`src/hw/rtl/ifs_pkg.sv`:
```
// shared types, constants and coefficient tables for the fern point generator
package ifs_pkg;

    localparam int FRAC_BITS = 15;
    localparam int DATA_W    = 32;
    localparam int PIX_W     = 11;
    localparam int THR_W     = 31;
    localparam int SCALE_W   = 23;
    localparam int POS_W     = 10;
    localparam int CFG_W     = 31;
    localparam int IDX_W     = 3;
    localparam int WIDE_W    = DATA_W + 2;

    // map coefficients: decimal value times 2^FRAC_BITS, truncated toward zero
    localparam logic signed [DATA_W-1:0] COEF_016 =
        DATA_W'((longint'(16) * (longint'(1) <<< FRAC_BITS)) / 100);
    localparam logic signed [DATA_W-1:0] COEF_085 =
        DATA_W'((longint'(85) * (longint'(1) <<< FRAC_BITS)) / 100);
    localparam logic signed [DATA_W-1:0] COEF_004 =
        DATA_W'((longint'(4) * (longint'(1) <<< FRAC_BITS)) / 100);
    localparam logic signed [DATA_W-1:0] COEF_160 =
        DATA_W'((longint'(160) * (longint'(1) <<< FRAC_BITS)) / 100);
    localparam logic signed [DATA_W-1:0] COEF_020 =
        DATA_W'((longint'(20) * (longint'(1) <<< FRAC_BITS)) / 100);
    localparam logic signed [DATA_W-1:0] COEF_026 =
        DATA_W'((longint'(26) * (longint'(1) <<< FRAC_BITS)) / 100);
    localparam logic signed [DATA_W-1:0] COEF_023 =
        DATA_W'((longint'(23) * (longint'(1) <<< FRAC_BITS)) / 100);
    localparam logic signed [DATA_W-1:0] COEF_022 =
        DATA_W'((longint'(22) * (longint'(1) <<< FRAC_BITS)) / 100);
    localparam logic signed [DATA_W-1:0] COEF_015 =
        DATA_W'((longint'(15) * (longint'(1) <<< FRAC_BITS)) / 100);
    localparam logic signed [DATA_W-1:0] COEF_028 =
        DATA_W'((longint'(28) * (longint'(1) <<< FRAC_BITS)) / 100);
    localparam logic signed [DATA_W-1:0] COEF_024 =
        DATA_W'((longint'(24) * (longint'(1) <<< FRAC_BITS)) / 100);
    localparam logic signed [DATA_W-1:0] COEF_044 =
        DATA_W'((longint'(44) * (longint'(1) <<< FRAC_BITS)) / 100);

    localparam logic signed [PIX_W-1:0] PIX_MIN = -(PIX_W'(1) <<< (PIX_W - 1));
    localparam logic signed [PIX_W-1:0] PIX_MAX = ~PIX_MIN;

    localparam logic [1:0] MAP_STEM  = 2'd0;
    localparam logic [1:0] MAP_MAIN  = 2'd1;
    localparam logic [1:0] MAP_LEFT  = 2'd2;
    localparam logic [1:0] MAP_RIGHT = 2'd3;

    typedef enum logic [IDX_W-1:0] {
        REG_THR_ONE   = 3'd0,
        REG_THR_TWO   = 3'd1,
        REG_THR_THREE = 3'd2,
        REG_SCALE     = 3'd3,
        REG_COL_OFS   = 3'd4,
        REG_ROW_BASE  = 3'd5
    } reg_idx_t;

    typedef struct packed {
        logic [THR_W-1:0]   thr_one;
        logic [THR_W-1:0]   thr_two;
        logic [THR_W-1:0]   thr_three;
        logic [SCALE_W-1:0] plot_scale;
        logic [POS_W-1:0]   column_offset;
        logic [POS_W-1:0]   row_base;
    } cfg_t;

    // term k: 0 x coef of x', 1 y coef of x', 2 x coef of y', 3 y coef of y'
    function automatic logic signed [DATA_W-1:0] map_coef(input logic [1:0] map,
                                                          input logic [1:0] term);
        logic signed [DATA_W-1:0] c;
        c = '0;
        case (map)
            MAP_STEM:
            begin
                c = (term == 2'd3) ? COEF_016 : '0;
            end
            MAP_MAIN:
            begin
                case (term)
                    2'd0:    c = COEF_085;
                    2'd1:    c = COEF_004;
                    2'd2:    c = -COEF_004;
                    default: c = COEF_085;
                endcase
            end
            MAP_LEFT:
            begin
                case (term)
                    2'd0:    c = COEF_020;
                    2'd1:    c = COEF_026;
                    2'd2:    c = COEF_023;
                    default: c = COEF_022;
                endcase
            end
            default:
            begin
                case (term)
                    2'd0:    c = -COEF_015;
                    2'd1:    c = COEF_028;
                    2'd2:    c = COEF_026;
                    default: c = COEF_024;
                endcase
            end
        endcase
        return c;
    endfunction

    function automatic logic signed [DATA_W-1:0] map_y_offset(input logic [1:0] map);
        logic signed [DATA_W-1:0] c;
        case (map)
            MAP_STEM:  c = '0;
            MAP_MAIN:  c = COEF_160;
            MAP_LEFT:  c = COEF_160;
            default:   c = COEF_044;
        endcase
        return c;
    endfunction

    function automatic logic signed [PIX_W-1:0] sat_pix(input logic signed [WIDE_W-1:0] v);
        logic signed [PIX_W-1:0] r;
        if (v < WIDE_W'(PIX_MIN))
            r = PIX_MIN;
        else if (v > WIDE_W'(PIX_MAX))
            r = PIX_MAX;
        else
            r = v[PIX_W-1:0];
        return r;
    endfunction

endpackage

```
`src/hw/rtl/ifs_cfg_regs.sv`:
```
// configuration register file of the fern point generator
module ifs_cfg_regs
(
    input  logic                         clk,
    input  logic                         rst_n,
    input  logic                         cfg_we,
    input  logic [ifs_pkg::IDX_W-1:0]    cfg_index,
    input  logic [ifs_pkg::CFG_W-1:0]    cfg_data,
    output ifs_pkg::cfg_t                cfg
);

    ifs_pkg::cfg_t cfg_reg;
    ifs_pkg::cfg_t cfg_next;

    always_comb
    begin
        cfg_next = cfg_reg;
        if (cfg_we)
        begin
            unique case (cfg_index)
                ifs_pkg::REG_THR_ONE:   cfg_next.thr_one   = cfg_data[ifs_pkg::THR_W-1:0];
                ifs_pkg::REG_THR_TWO:   cfg_next.thr_two   = cfg_data[ifs_pkg::THR_W-1:0];
                ifs_pkg::REG_THR_THREE: cfg_next.thr_three = cfg_data[ifs_pkg::THR_W-1:0];
                ifs_pkg::REG_SCALE:     cfg_next.plot_scale = cfg_data[ifs_pkg::SCALE_W-1:0];
                ifs_pkg::REG_COL_OFS:   cfg_next.column_offset = cfg_data[ifs_pkg::POS_W-1:0];
                ifs_pkg::REG_ROW_BASE:  cfg_next.row_base = cfg_data[ifs_pkg::POS_W-1:0];
                default:                cfg_next = cfg_reg;
            endcase
        end
    end

    always_ff @(posedge clk or negedge rst_n)
    begin
        if (!rst_n)
        begin
            cfg_reg.thr_one       <= ifs_pkg::THR_W'(21474835);
            cfg_reg.thr_two       <= ifs_pkg::THR_W'(1846835936);
            cfg_reg.thr_three     <= ifs_pkg::THR_W'(1997159792);
            cfg_reg.plot_scale    <= ifs_pkg::SCALE_W'(45 * (1 << ifs_pkg::FRAC_BITS));
            cfg_reg.column_offset <= ifs_pkg::POS_W'(320);
            cfg_reg.row_base      <= ifs_pkg::POS_W'(460);
        end
        else
        begin
            cfg_reg <= cfg_next;
        end
    end

    assign cfg = cfg_reg;

endmodule

```
`src/hw/rtl/ifs_mul_unit.sv`:
```
// shared fixed-point multiplier with registered, shifted and truncated product
module ifs_mul_unit
(
    input  logic                                clk,
    input  logic signed [ifs_pkg::DATA_W-1:0]   op_a,
    input  logic signed [ifs_pkg::DATA_W-1:0]   op_b,
    output logic signed [ifs_pkg::DATA_W-1:0]   prod
);

    logic signed [2*ifs_pkg::DATA_W-1:0] full_prod;
    logic signed [ifs_pkg::DATA_W-1:0]   prod_reg;

    // floor shift by the fraction bits is a plain bit select of the full product
    assign full_prod = op_a * op_b;

    always_ff @(posedge clk)
    begin
        prod_reg <= full_prod[ifs_pkg::FRAC_BITS + ifs_pkg::DATA_W - 1:ifs_pkg::FRAC_BITS];
    end

    assign prod = prod_reg;

endmodule

```
`src/hw/rtl/ifs_fern_point_generator_top.sv`:
```
// top level of the fern point generator: sequencer, point state and output beat
// each input beat goes through an accept step, six products through the one shared multiplier
//   and a drain step that forms the pixel row and loads the output register once it is free;
//   a new input beat is taken only after the current one is in the output register
// the output register holds a finished beat while the next input beat is already at work
// reset (rst_n, async low): point cleared to the origin, registers to their defaults, idle
module ifs_fern_point_generator_top
(
    input  logic                                 clk,
    input  logic                                 rst_n,
    // input channel
    input  logic                                 in_valid,
    output logic                                 in_stall,
    input  logic [ifs_pkg::THR_W-1:0]            random_value,
    // output channel
    output logic                                 out_valid,
    input  logic                                 out_stall,
    output logic signed [ifs_pkg::PIX_W-1:0]     pixel_column,
    output logic signed [ifs_pkg::PIX_W-1:0]     pixel_row,
    output logic signed [ifs_pkg::DATA_W-1:0]    point_x,
    output logic signed [ifs_pkg::DATA_W-1:0]    point_y,
    output logic [1:0]                           map_used,
    // configuration write port
    input  logic                                 cfg_we,
    input  logic [ifs_pkg::IDX_W-1:0]            cfg_index,
    input  logic [ifs_pkg::CFG_W-1:0]            cfg_data
);

    // sequencer states
    typedef enum logic [2:0] {
        ST_IDLE  = 3'b001,
        ST_RUN   = 3'b010,
        ST_DRAIN = 3'b100
    } state_t;

    ifs_pkg::cfg_t cfg;

    state_t state_reg, state_next;
    logic [2:0] step_reg, step_next;
    logic [1:0] map_reg, map_next;

    // point state and partial sums
    logic signed [ifs_pkg::DATA_W-1:0] cur_x_reg, cur_x_next;
    logic signed [ifs_pkg::DATA_W-1:0] cur_y_reg, cur_y_next;
    logic signed [ifs_pkg::DATA_W-1:0] acc_reg, acc_next;
    logic signed [ifs_pkg::PIX_W-1:0]  col_reg, col_next;

    // output beat registers
    logic                              out_valid_reg, out_valid_next;
    logic signed [ifs_pkg::PIX_W-1:0]  out_col_reg, out_col_next;
    logic signed [ifs_pkg::PIX_W-1:0]  out_row_reg, out_row_next;
    logic signed [ifs_pkg::DATA_W-1:0] out_x_reg, out_x_next;
    logic signed [ifs_pkg::DATA_W-1:0] out_y_reg, out_y_next;
    logic [1:0]                        out_map_reg, out_map_next;

    logic signed [ifs_pkg::DATA_W-1:0] mul_a;
    logic signed [ifs_pkg::DATA_W-1:0] mul_b;
    logic signed [ifs_pkg::DATA_W-1:0] prod;
    logic signed [ifs_pkg::DATA_W-1:0] prod_int;
    logic signed [ifs_pkg::WIDE_W-1:0] prod_int_wide;
    logic signed [ifs_pkg::DATA_W-1:0] scale_op;

    logic in_accept;
    logic out_free;
    logic [1:0] map_pick;

    ifs_cfg_regs u_cfg_regs
    (
        .clk       (clk),
        .rst_n     (rst_n),
        .cfg_we    (cfg_we),
        .cfg_index (cfg_index),
        .cfg_data  (cfg_data),
        .cfg       (cfg)
    );

    ifs_mul_unit u_mul_unit
    (
        .clk  (clk),
        .op_a (mul_a),
        .op_b (mul_b),
        .prod (prod)
    );

    assign in_stall  = (state_reg != ST_IDLE);
    assign in_accept = in_valid && !in_stall;
    // output register can take a new beat when empty or being drained this cycle
    assign out_free  = !out_valid_reg || !out_stall;

    // thresholds are tried in order; an empty range is never picked
    always_comb
    begin
        if (random_value < cfg.thr_one)
            map_pick = ifs_pkg::MAP_STEM;
        else if (random_value < cfg.thr_two)
            map_pick = ifs_pkg::MAP_MAIN;
        else if (random_value < cfg.thr_three)
            map_pick = ifs_pkg::MAP_LEFT;
        else
            map_pick = ifs_pkg::MAP_RIGHT;
    end

    // operand select for the shared multiplier
    // steps 0..3: map terms on x, y; step 4: scale * new x; step 5 and drain: scale * new y
    assign scale_op = ifs_pkg::DATA_W'(cfg.plot_scale);

    always_comb
    begin
        if (state_reg == ST_RUN && step_reg < 3'd4)
            mul_a = ifs_pkg::map_coef(map_reg, step_reg[1:0]);
        else
            mul_a = scale_op;
        case (step_reg) inside
            3'd0, 3'd2, 3'd4: mul_b = cur_x_reg;
            default:          mul_b = cur_y_reg;
        endcase
    end

    // integer part of a scaled coordinate, widened for the pixel add
    assign prod_int      = prod >>> ifs_pkg::FRAC_BITS;
    assign prod_int_wide = ifs_pkg::WIDE_W'(prod_int);

    always_comb
    begin
        state_next     = state_reg;
        step_next      = step_reg;
        map_next       = map_reg;
        cur_x_next     = cur_x_reg;
        cur_y_next     = cur_y_reg;
        acc_next       = acc_reg;
        col_next       = col_reg;
        out_valid_next = out_valid_reg && out_stall;
        out_col_next   = out_col_reg;
        out_row_next   = out_row_reg;
        out_x_next     = out_x_reg;
        out_y_next     = out_y_reg;
        out_map_next   = out_map_reg;

        unique case (state_reg)
            ST_IDLE:
            begin
                if (in_accept)
                begin
                    map_next   = map_pick;
                    step_next  = 3'd0;
                    state_next = ST_RUN;
                end
            end
            ST_RUN:
            begin
                step_next = step_reg + 3'd1;
                case (step_reg)
                    3'd1:
                    begin
                        acc_next = prod;
                    end
                    3'd2:
                    begin
                        // left leaflet subtracts its y term rather than negating the coefficient
                        if (map_reg == ifs_pkg::MAP_LEFT)
                            cur_x_next = acc_reg - prod;
                        else
                            cur_x_next = acc_reg + prod;
                    end
                    3'd3:
                    begin
                        acc_next = prod;
                    end
                    3'd4:
                    begin
                        cur_y_next = acc_reg + prod + ifs_pkg::map_y_offset(map_reg);
                    end
                    3'd5:
                    begin
                        col_next = ifs_pkg::sat_pix(
                            ifs_pkg::WIDE_W'(cfg.column_offset) + prod_int_wide);
                        state_next = ST_DRAIN;
                    end
                    default:
                    begin
                    end
                endcase
            end
            ST_DRAIN:
            begin
                // mul unit keeps producing scale * new y while waiting for the output side
                if (out_free)
                begin
                    out_valid_next = 1'b1;
                    out_col_next   = col_reg;
                    out_row_next   = ifs_pkg::sat_pix(
                        ifs_pkg::WIDE_W'(cfg.row_base) - prod_int_wide);
                    out_x_next     = cur_x_reg;
                    out_y_next     = cur_y_reg;
                    out_map_next   = map_reg;
                    state_next     = ST_IDLE;
                end
            end
            default:
            begin
                state_next = ST_IDLE;
            end
        endcase
    end

    always_ff @(posedge clk or negedge rst_n)
    begin
        if (!rst_n)
        begin
            state_reg     <= ST_IDLE;
            step_reg      <= '0;
            cur_x_reg     <= '0;
            cur_y_reg     <= '0;
            out_valid_reg <= 1'b0;
        end
        else
        begin
            state_reg     <= state_next;
            step_reg      <= step_next;
            cur_x_reg     <= cur_x_next;
            cur_y_reg     <= cur_y_next;
            out_valid_reg <= out_valid_next;
        end
    end

    // payload registers, no reset
    always_ff @(posedge clk)
    begin
        map_reg     <= map_next;
        acc_reg     <= acc_next;
        col_reg     <= col_next;
        out_col_reg <= out_col_next;
        out_row_reg <= out_row_next;
        out_x_reg   <= out_x_next;
        out_y_reg   <= out_y_next;
        out_map_reg <= out_map_next;
    end

    assign out_valid    = out_valid_reg;
    assign pixel_column = out_col_reg;
    assign pixel_row    = out_row_reg;
    assign point_x      = out_x_reg;
    assign point_y      = out_y_reg;
    assign map_used     = out_map_reg;

    // an accepted beat always starts the product sequence at its first step
    a_accept_starts: assert property (@(posedge clk) disable iff (!rst_n)
        in_accept |=> (state_reg == ST_RUN) && (step_reg == 3'd0))
        else $error("accepted beat did not start the sequence");

    // a new output beat is only loaded from the drain state
    a_out_from_drain: assert property (@(posedge clk) disable iff (!rst_n)
        (out_valid_next && !(out_valid_reg && out_stall)) |-> (state_reg == ST_DRAIN))
        else $error("output beat loaded outside the drain state");

    // the stem map always collapses x to zero
    a_stem_zero_x: assert property (@(posedge clk) disable iff (!rst_n)
        (out_valid && map_used == ifs_pkg::MAP_STEM) |-> (point_x == '0))
        else $error("stem map produced nonzero x");

    // a waiting output beat is never overwritten by the next result
    a_no_overwrite: assert property (@(posedge clk) disable iff (!rst_n)
        (out_valid && out_stall) |=> $stable(point_x) && $stable(point_y) && $stable(map_used))
        else $error("held output beat changed");

endmodule

```
`config.mk`:
```
export PLATFORM = sky130hd
export DESIGN_NAME = ifs_fern_point_generator_top
export DESIGN_NICKNAME = d
export VERILOG_FILES = /design/src/hw/rtl/ifs_pkg.sv /design/src/hw/rtl/ifs_cfg_regs.sv /design/src/hw/rtl/ifs_mul_unit.sv /design/src/hw/rtl/ifs_fern_point_generator_top.sv
export SDC_FILE = /design/constraint.sdc
export NUM_CORES = 2
export LEC_CHECK = 0
export ABC_CLOCK_PERIOD_IN_PS = 9000
export BUFFER_PORTS_ARGS = -buffer_cell sky130_fd_sc_hd__buf_2
export CORE_UTILIZATION = 32
export CTS_CLUSTER_SIZE = 30
export DETAILED_ROUTE_END_ITERATION = 12
export GPL_ROUTABILITY_DRIVEN = 0
export PLACE_DENSITY = 0.52
export SYNTH_ARGS = -nofsm -noshare
export SYNTH_HDL_FRONTEND = slang
export SYNTH_SLANG_ARGS = --single-unit
```
`constraint.sdc`:
```
create_clock -name clk -period 9 [get_ports clk]
set_clock_uncertainty 0.2 [all_clocks]
set_input_delay 0 -clock clk [delete_from_list [all_inputs] [get_ports clk]]
set_output_delay 0 -clock clk [all_outputs]
set_load 0.01 [all_outputs]
```
# Yosys cells after proc, flatten, opt, wreduce, memory -nomap -nowiden
# Cells that the tools add are included.
# word_totals
word_cells,111
register_bits,372
# classes
n_mul,1
eq_ne,22
reduce_logical,30
addsub,6
mux,23
magnitude_cmp,8
# ops
cell,n
$pmux 32 s3,2
$mux 32,5
$lt 31x31->1,3
$add 32x32->32,2
$pmux 32 s2,1
$mul 32x32->47,1
$pmux 14 s3,1
$gt 18x11->1 const B,2
$lt 18x11->1 const B,2
$pmux 16 s2,1
$sub 32x32->32,1
$reduce_and 2->1,13
$mux 11,2
$add 11x17->18,1
$sub 11x17->18,1
$eq 3x2->1 const B,5
$eq 3x3->1 const B,5
$mux 13,1
$mux 3,4
$eq 3x1->1 const B,3
$pmux 3 s3,1
$eq 2x2->1 const B,3
$logic_not 3->1,2
$pmux 3 s2,1
other kinds (15),27

# Depth between registers and ports, before layout
# logic_depth
word_depth,6
mapped_depth,36

# Modules after synthesis
# From an unflattened synthesis, not the netlist that was laid out.
# unflattened
cells_unflattened,5140
area_unflattened_um2,50033.0
# by_module_without_submodules
module,seq_area_each_um2,cells_each,area_each_um2,n_inst
ifs_mul_unit,640.6,3085,28601.2,1
ifs_fern_point_generator_top,5771.8,1764,16246.8,1
ifs_cfg_regs,3472.1,291,5185.0,1

# Worst setup path before layout
# OpenSTA, ideal clock, no wires.
# synth_timing
kind,reg2reg
startpoint,register step_reg[0]
endpoint,register u_mul_unit.prod_reg (netlist bit u_mul_unit.prod[31])
path_slack_ns,-0.563
stages_incl_launch_ff,32
t_arrival_ns,9.243
period_less_slack_ns,9.563
path_buffers,3
setup_ns,0.120
required_time_ns,8.680
path_cell_list,dfrtp_1 -> inv_1 -> ha_1 -> nand2_1 -> o21ai_0 -> clkbuf_1 -> clkbuf_1 -> buf_1 -> mux2i_1 -> nor2_1 -> fa_1 -> fa_1 -> fa_1 -> inv_1 -> fa_1 -> inv_1 -> fa_1 -> fa_1 -> fa_1 -> fa_1 -> ha_1 -> and3_1 -> a31oi_1 -> o21ai_0 -> a21oi_1 -> o21ai_0 -> a21oi_1 -> a21oi_1 -> a41o_1 -> o41a_1 -> a21oi_1 -> xnor2_1
# synth_via
elab_chain_cells,5
elab_cells_between_ends,18
classes_between,mul: 1; order compare: 1; eq/ne: 5; mux: 7; reduce/logical: 4
# synth_rtl
item,line_no,text
from (decl),ifs_fern_point_generator_top.sv:39,"logic [2:0] step_reg, step_next;"
from (signal assigned),ifs_fern_point_generator_top.sv:219,step_reg <= step_next;
"$eq 2x2->1, or another cell as far along","ifs_pkg.sv:78, ifs_pkg.sv:87, ifs_pkg.sv:96",
"$pmux 32 s3, or another cell as far along",ifs_pkg.sv:96,case (term)
$pmux 32 s3,ifs_pkg.sv:71,case (map)
$mux 32,ifs_fern_point_generator_top.sv:109,if (state_reg == ST_RUN && step_reg < 3'd4)
$mul 32x32->47 (*),ifs_mul_unit.sv:14,assign full_prod = op_a * op_b;
"net u_mul_unit.full_prod, one bit",ifs_mul_unit.sv:10,logic signed [2*ifs_pkg::DATA_W-1:0] full_prod;
to (signal assigned),ifs_mul_unit.sv:18,prod_reg <= full_prod[ifs_pkg::FRAC_BITS + ifs_pkg::DATA_W - 1:ifs_pkg::FRAC_BITS];
to (decl),ifs_mul_unit.sv:11,logic signed [ifs_pkg::DATA_W-1:0] prod_reg;
# Mark *: on every way through the listed nets, which the timed path passes. The rest lies on a longest branch.
# A chain may end at the register's enable or synchronous reset.

# Worst setup path in the final report
# layout_timing
startpoint,register map_reg[0]
endpoint,register u_mul_unit.prod_reg (netlist bit u_mul_unit.prod[30])
# layout_via
elab_chain_cells,4
elab_cells_between_ends,6
classes_between,mul: 1; eq/ne: 2; mux: 2; reduce/logical: 1
# layout_rtl
item,line_no,text
from (decl),ifs_fern_point_generator_top.sv:40,"logic [1:0] map_reg, map_next;"
from (signal assigned),ifs_fern_point_generator_top.sv:229,map_reg <= map_next;
"$eq 2x2->1, or another cell as far along",ifs_pkg.sv:71,
$pmux 32 s3 (*),ifs_pkg.sv:71,
$mux 32 (*),ifs_fern_point_generator_top.sv:109,
$mul 32x32->47 (*),ifs_mul_unit.sv:14,
"net u_mul_unit.full_prod, one bit",ifs_mul_unit.sv:10,
# Marks and branches as above.

==> results.sh <==
export IMPL_start_kind="flop"
export IMPL_hpwlAfterDp_mm=125.7
export IMPL_clock_path_buffers=3
export IMPL_critPathMaxStageDelay_ns=0.57
export IMPL_finalHoldViolCount=1
export IMPL_drtIter0Drc=2683
export IMPL_synth_nets=5962
export IMPL_stdcell_count=7129
export IMPL_timing_hold_ws_ns=-0.002475
export IMPL_start_util_pct=32.40
export IMPL_synth_ff_type="dfrtp_1"
export IMPL_synth_cell_type_count=88
export IMPL_cts_tree="done"
export IMPL_dr_total_vias=35335
export IMPL_worst_pin_slew_ns=1.147
export IMPL_hold_class="input pin to async pin"
export IMPL_wire_per_inst_um=21.52
export IMPL_maxCapViolations=0
export IMPL_gr_total_overflow=0
export IMPL_max_freq_mhz=114.0
export IMPL_worstSetupPathType="flop to flop"
export IMPL_cp_required_ns=9.29
export IMPL_synth_edf_count=133
export IMPL_finalSetupViolCount=0
export IMPL_clk_pin_slew_worst_paths_ns=0.07
export IMPL_cts_buffers=40
export IMPL_first_pass_iters=5
export IMPL_yosysTopAreaCell="fa_1"
export IMPL_crit_fanout=15
export IMPL_cts_sinks=372
export IMPL_finalNetCount=6376
export IMPL_grt_pass1_wl_mm=229.9
export IMPL_slowest_stage="fa_1"
export IMPL_timing_final_crit_share_pct=97.45
export IMPL_cts_root_buf="clkbuf_16"
export IMPL_drt_vias_per_instance=4.957
export IMPL_worstSkewPairLatency_ns=0.60
export IMPL_drive_gt1_share_pct=15.33
export IMPL_cp_end_kind="flop"
export IMPL_synth_area_um2=45380
export IMPL_die_area_um2=143300
export IMPL_synth_commonest_cells="inv_1, fa_1, nand2_1"
export IMPL_min_period_ns=8.770
export IMPL_crit_top_cell="fa_1"
export IMPL_die_h_um=378.6
export IMPL_syn_instance_count=4805
export IMPL_drt_wl_total_mm=153.4
export IMPL_synthTopCellsByArea="fa_1, ha_1, edfxtp_1"
export IMPL_drv_slew=0
export IMPL_row_count=137
export IMPL_die_w_um=378.6
export IMPL_violations="negative hold slack"
export IMPL_ys_seq_elements=372
export IMPL_antenna_found_initial=12
export IMPL_core_area_um2=140000
export IMPL_synth_seq_area_share_pct=21.78
export IMPL_synth_top_cell_area_share_pct=32.38
export IMPL_grt_usage_pct=21.56
export IMPL_synthArstFlopShare_pct=55.65
export IMPL_area_growth_pct=17.60
export IMPL_relSlewSlack_pct=23.37
export IMPL_ant_nets=0
export IMPL_io_buffers=159
export IMPL_cts_max_level=2
export IMPL_yosys_warnings=0
export IMPL_grt_start_max_net_pins=65
export IMPL_io_pins=160
export IMPL_largest_register_ffs=136
export IMPL_worst_ep_arrival_time_ns=9.06
export IMPL_grt_pass1_vias=35817
export IMPL_synth_most_common_cell="inv_1"
export IMPL_syn_avg_cell_area_um2=9.444
export IMPL_drc=0
export IMPL_status="complete, but fails checks"
export IMPL_dp_cells=6955
[cell families after synthesis]
group / after synthesis / share of synthesized area [%]
buf+inv: 1088 / 9.010
mux: 111 / 2.666
flops: 372 / 21.78
compound gates: 642 / 8.790
fa+ha+maj: 1088 / 42.14
simple gates: 1350 / 12.64
xor+xnor: 154 / 2.972
[final timing paths]
kind                                                from                               to  slack, ns  cells past startpoint
worst max register to register  map_reg[0]$_SDFFCE_PP0P_      u_mul_unit.prod[30]$_DFF_P_       0.23                     31
worst min-delay path                               rst_n  u_cfg_regs.cfg[105]$_DFFE_PN1P_     -0.002                      2
min in group clk                            cfg_data[13]   u_cfg_regs.cfg[87]$_DFFE_PN1P_       0.02                      4
worst min register to register  col_reg[5]$_SDFFCE_PP0P_        pixel_column[5]$_DFFE_PP_       0.22                      0
max in group asynchronous                          rst_n        cur_x_reg[29]$_DFFE_PN0P_       6.83                      4
worst max-delay path            map_reg[0]$_SDFFCE_PP0P_      u_mul_unit.prod[30]$_DFF_P_       0.23                     31
[area by class of cell]
class,instances,area [um2]
Sequential cell,372,9884
Timing Repair Buffer,561,4479
Inverter,898,3371
Fill cell,14122,86680
Multi-Input combinational cell,3346,31890
Antenna cell,2,5.005
Clock inverter,23,307.8
Tap cell,1876,2347
Clock buffer,51,1084
[metrics by stage]
| stage | hold WS (ns) | setup WS, ns | util, % | TNS, ns | area [um2] |
|---|---|---|---|---|---|
| final | -0.002475 | 0.2297 | 38.11 | 0 | 53360 |
| after global routing | 0.03094 | -0.01654 | 38.10 | -0.02587 | 53360 |
| after CTS | 0.0009224 | 0.005635 | 37.62 | 0 | 52690 |
| after detailed placement | -0.1022 | -0.2500 | 36.06 | -0.9184 | 50510 |
| after global placement | -0.09924 | -0.09836 | 36.06 | -0.1926 | 50510 |
| after floorplan | -0.4956 | 0.01750 | - | 0 | 45430 |
[layer usage]
metal | GRT usage [%] | vias up | wire (um) | part of all wire (%)
li1 | - | 15921 | - | -
met1 | 30.17 | 17938 | 66890 | 44
met2 | 33.98 | 1251 | 69200 | 45
met3 | 4.046 | 219 | 12320 | 8.0
met4 | 5.721 | 6 | 4986 | 3.2
met5 | 0 | - | 35 | 0.023
[layout by cell type (no fill, tap or decap), types with 12 or more instances in the layout]
cell           count
xor2_1            45
mux2i_1           28
nor2b_1           25
xnor2_1          109
o21bai_1          15
mux2_4            12
o21ai_1           16
a21oi_1          136
buf_6             14
o31ai_1           15
nor3_1            38
dfrtp_1          151
and3_1            17
nor2_1           415
edfxtp_1         133
nand4_1           23
nand2b_1          29
a31oi_1           21
dfxtp_1           32
inv_1            893
dfstp_2           56
nor4_1            13
buf_12            28
dlygate4sd3_1     70
nand2_2           13
buf_2            158
o21a_1            28
a211oi_1          17
nand2_1          659
a21o_1            63
o211ai_1          12
buf_4            284
o21ai_0          207
fa_1             728
mux2_2            68
and2_1            12
ha_1             345
clkbuf_16         43
nand3_1           25
[worst max-delay path, delay by kind of cell (launching register included)]
| kind | cells | cell delay [ns] |
|---|---|---|
| xor gates and xnor gates | 1 | 0.13 |
| adders and majority gates | 10 | 4.52 |
| AOI/OAI and AO/OA | 10 | 1.78 |
| buffers and inverters | 7 | 1.00 |
| muxes | 1 | 0.24 |
| and+or+nand+nor | 2 | 0.26 |
| DFF | 1 | 0.49 |
[what timing repair did]
action                     in CTS  in global routing
hold buffers                   71                  0
gates resized for setup         8                123
pin swaps                       1                 23
hold endpoints to repair      269                  0
buffers inserted                2                 22
setup endpoints to repair       8                 21
cloned                          0                  3
Power is left out: the tool's default activity adds up to more than one toggle a clock period on the data nets, which glitch-free logic cannot reach.
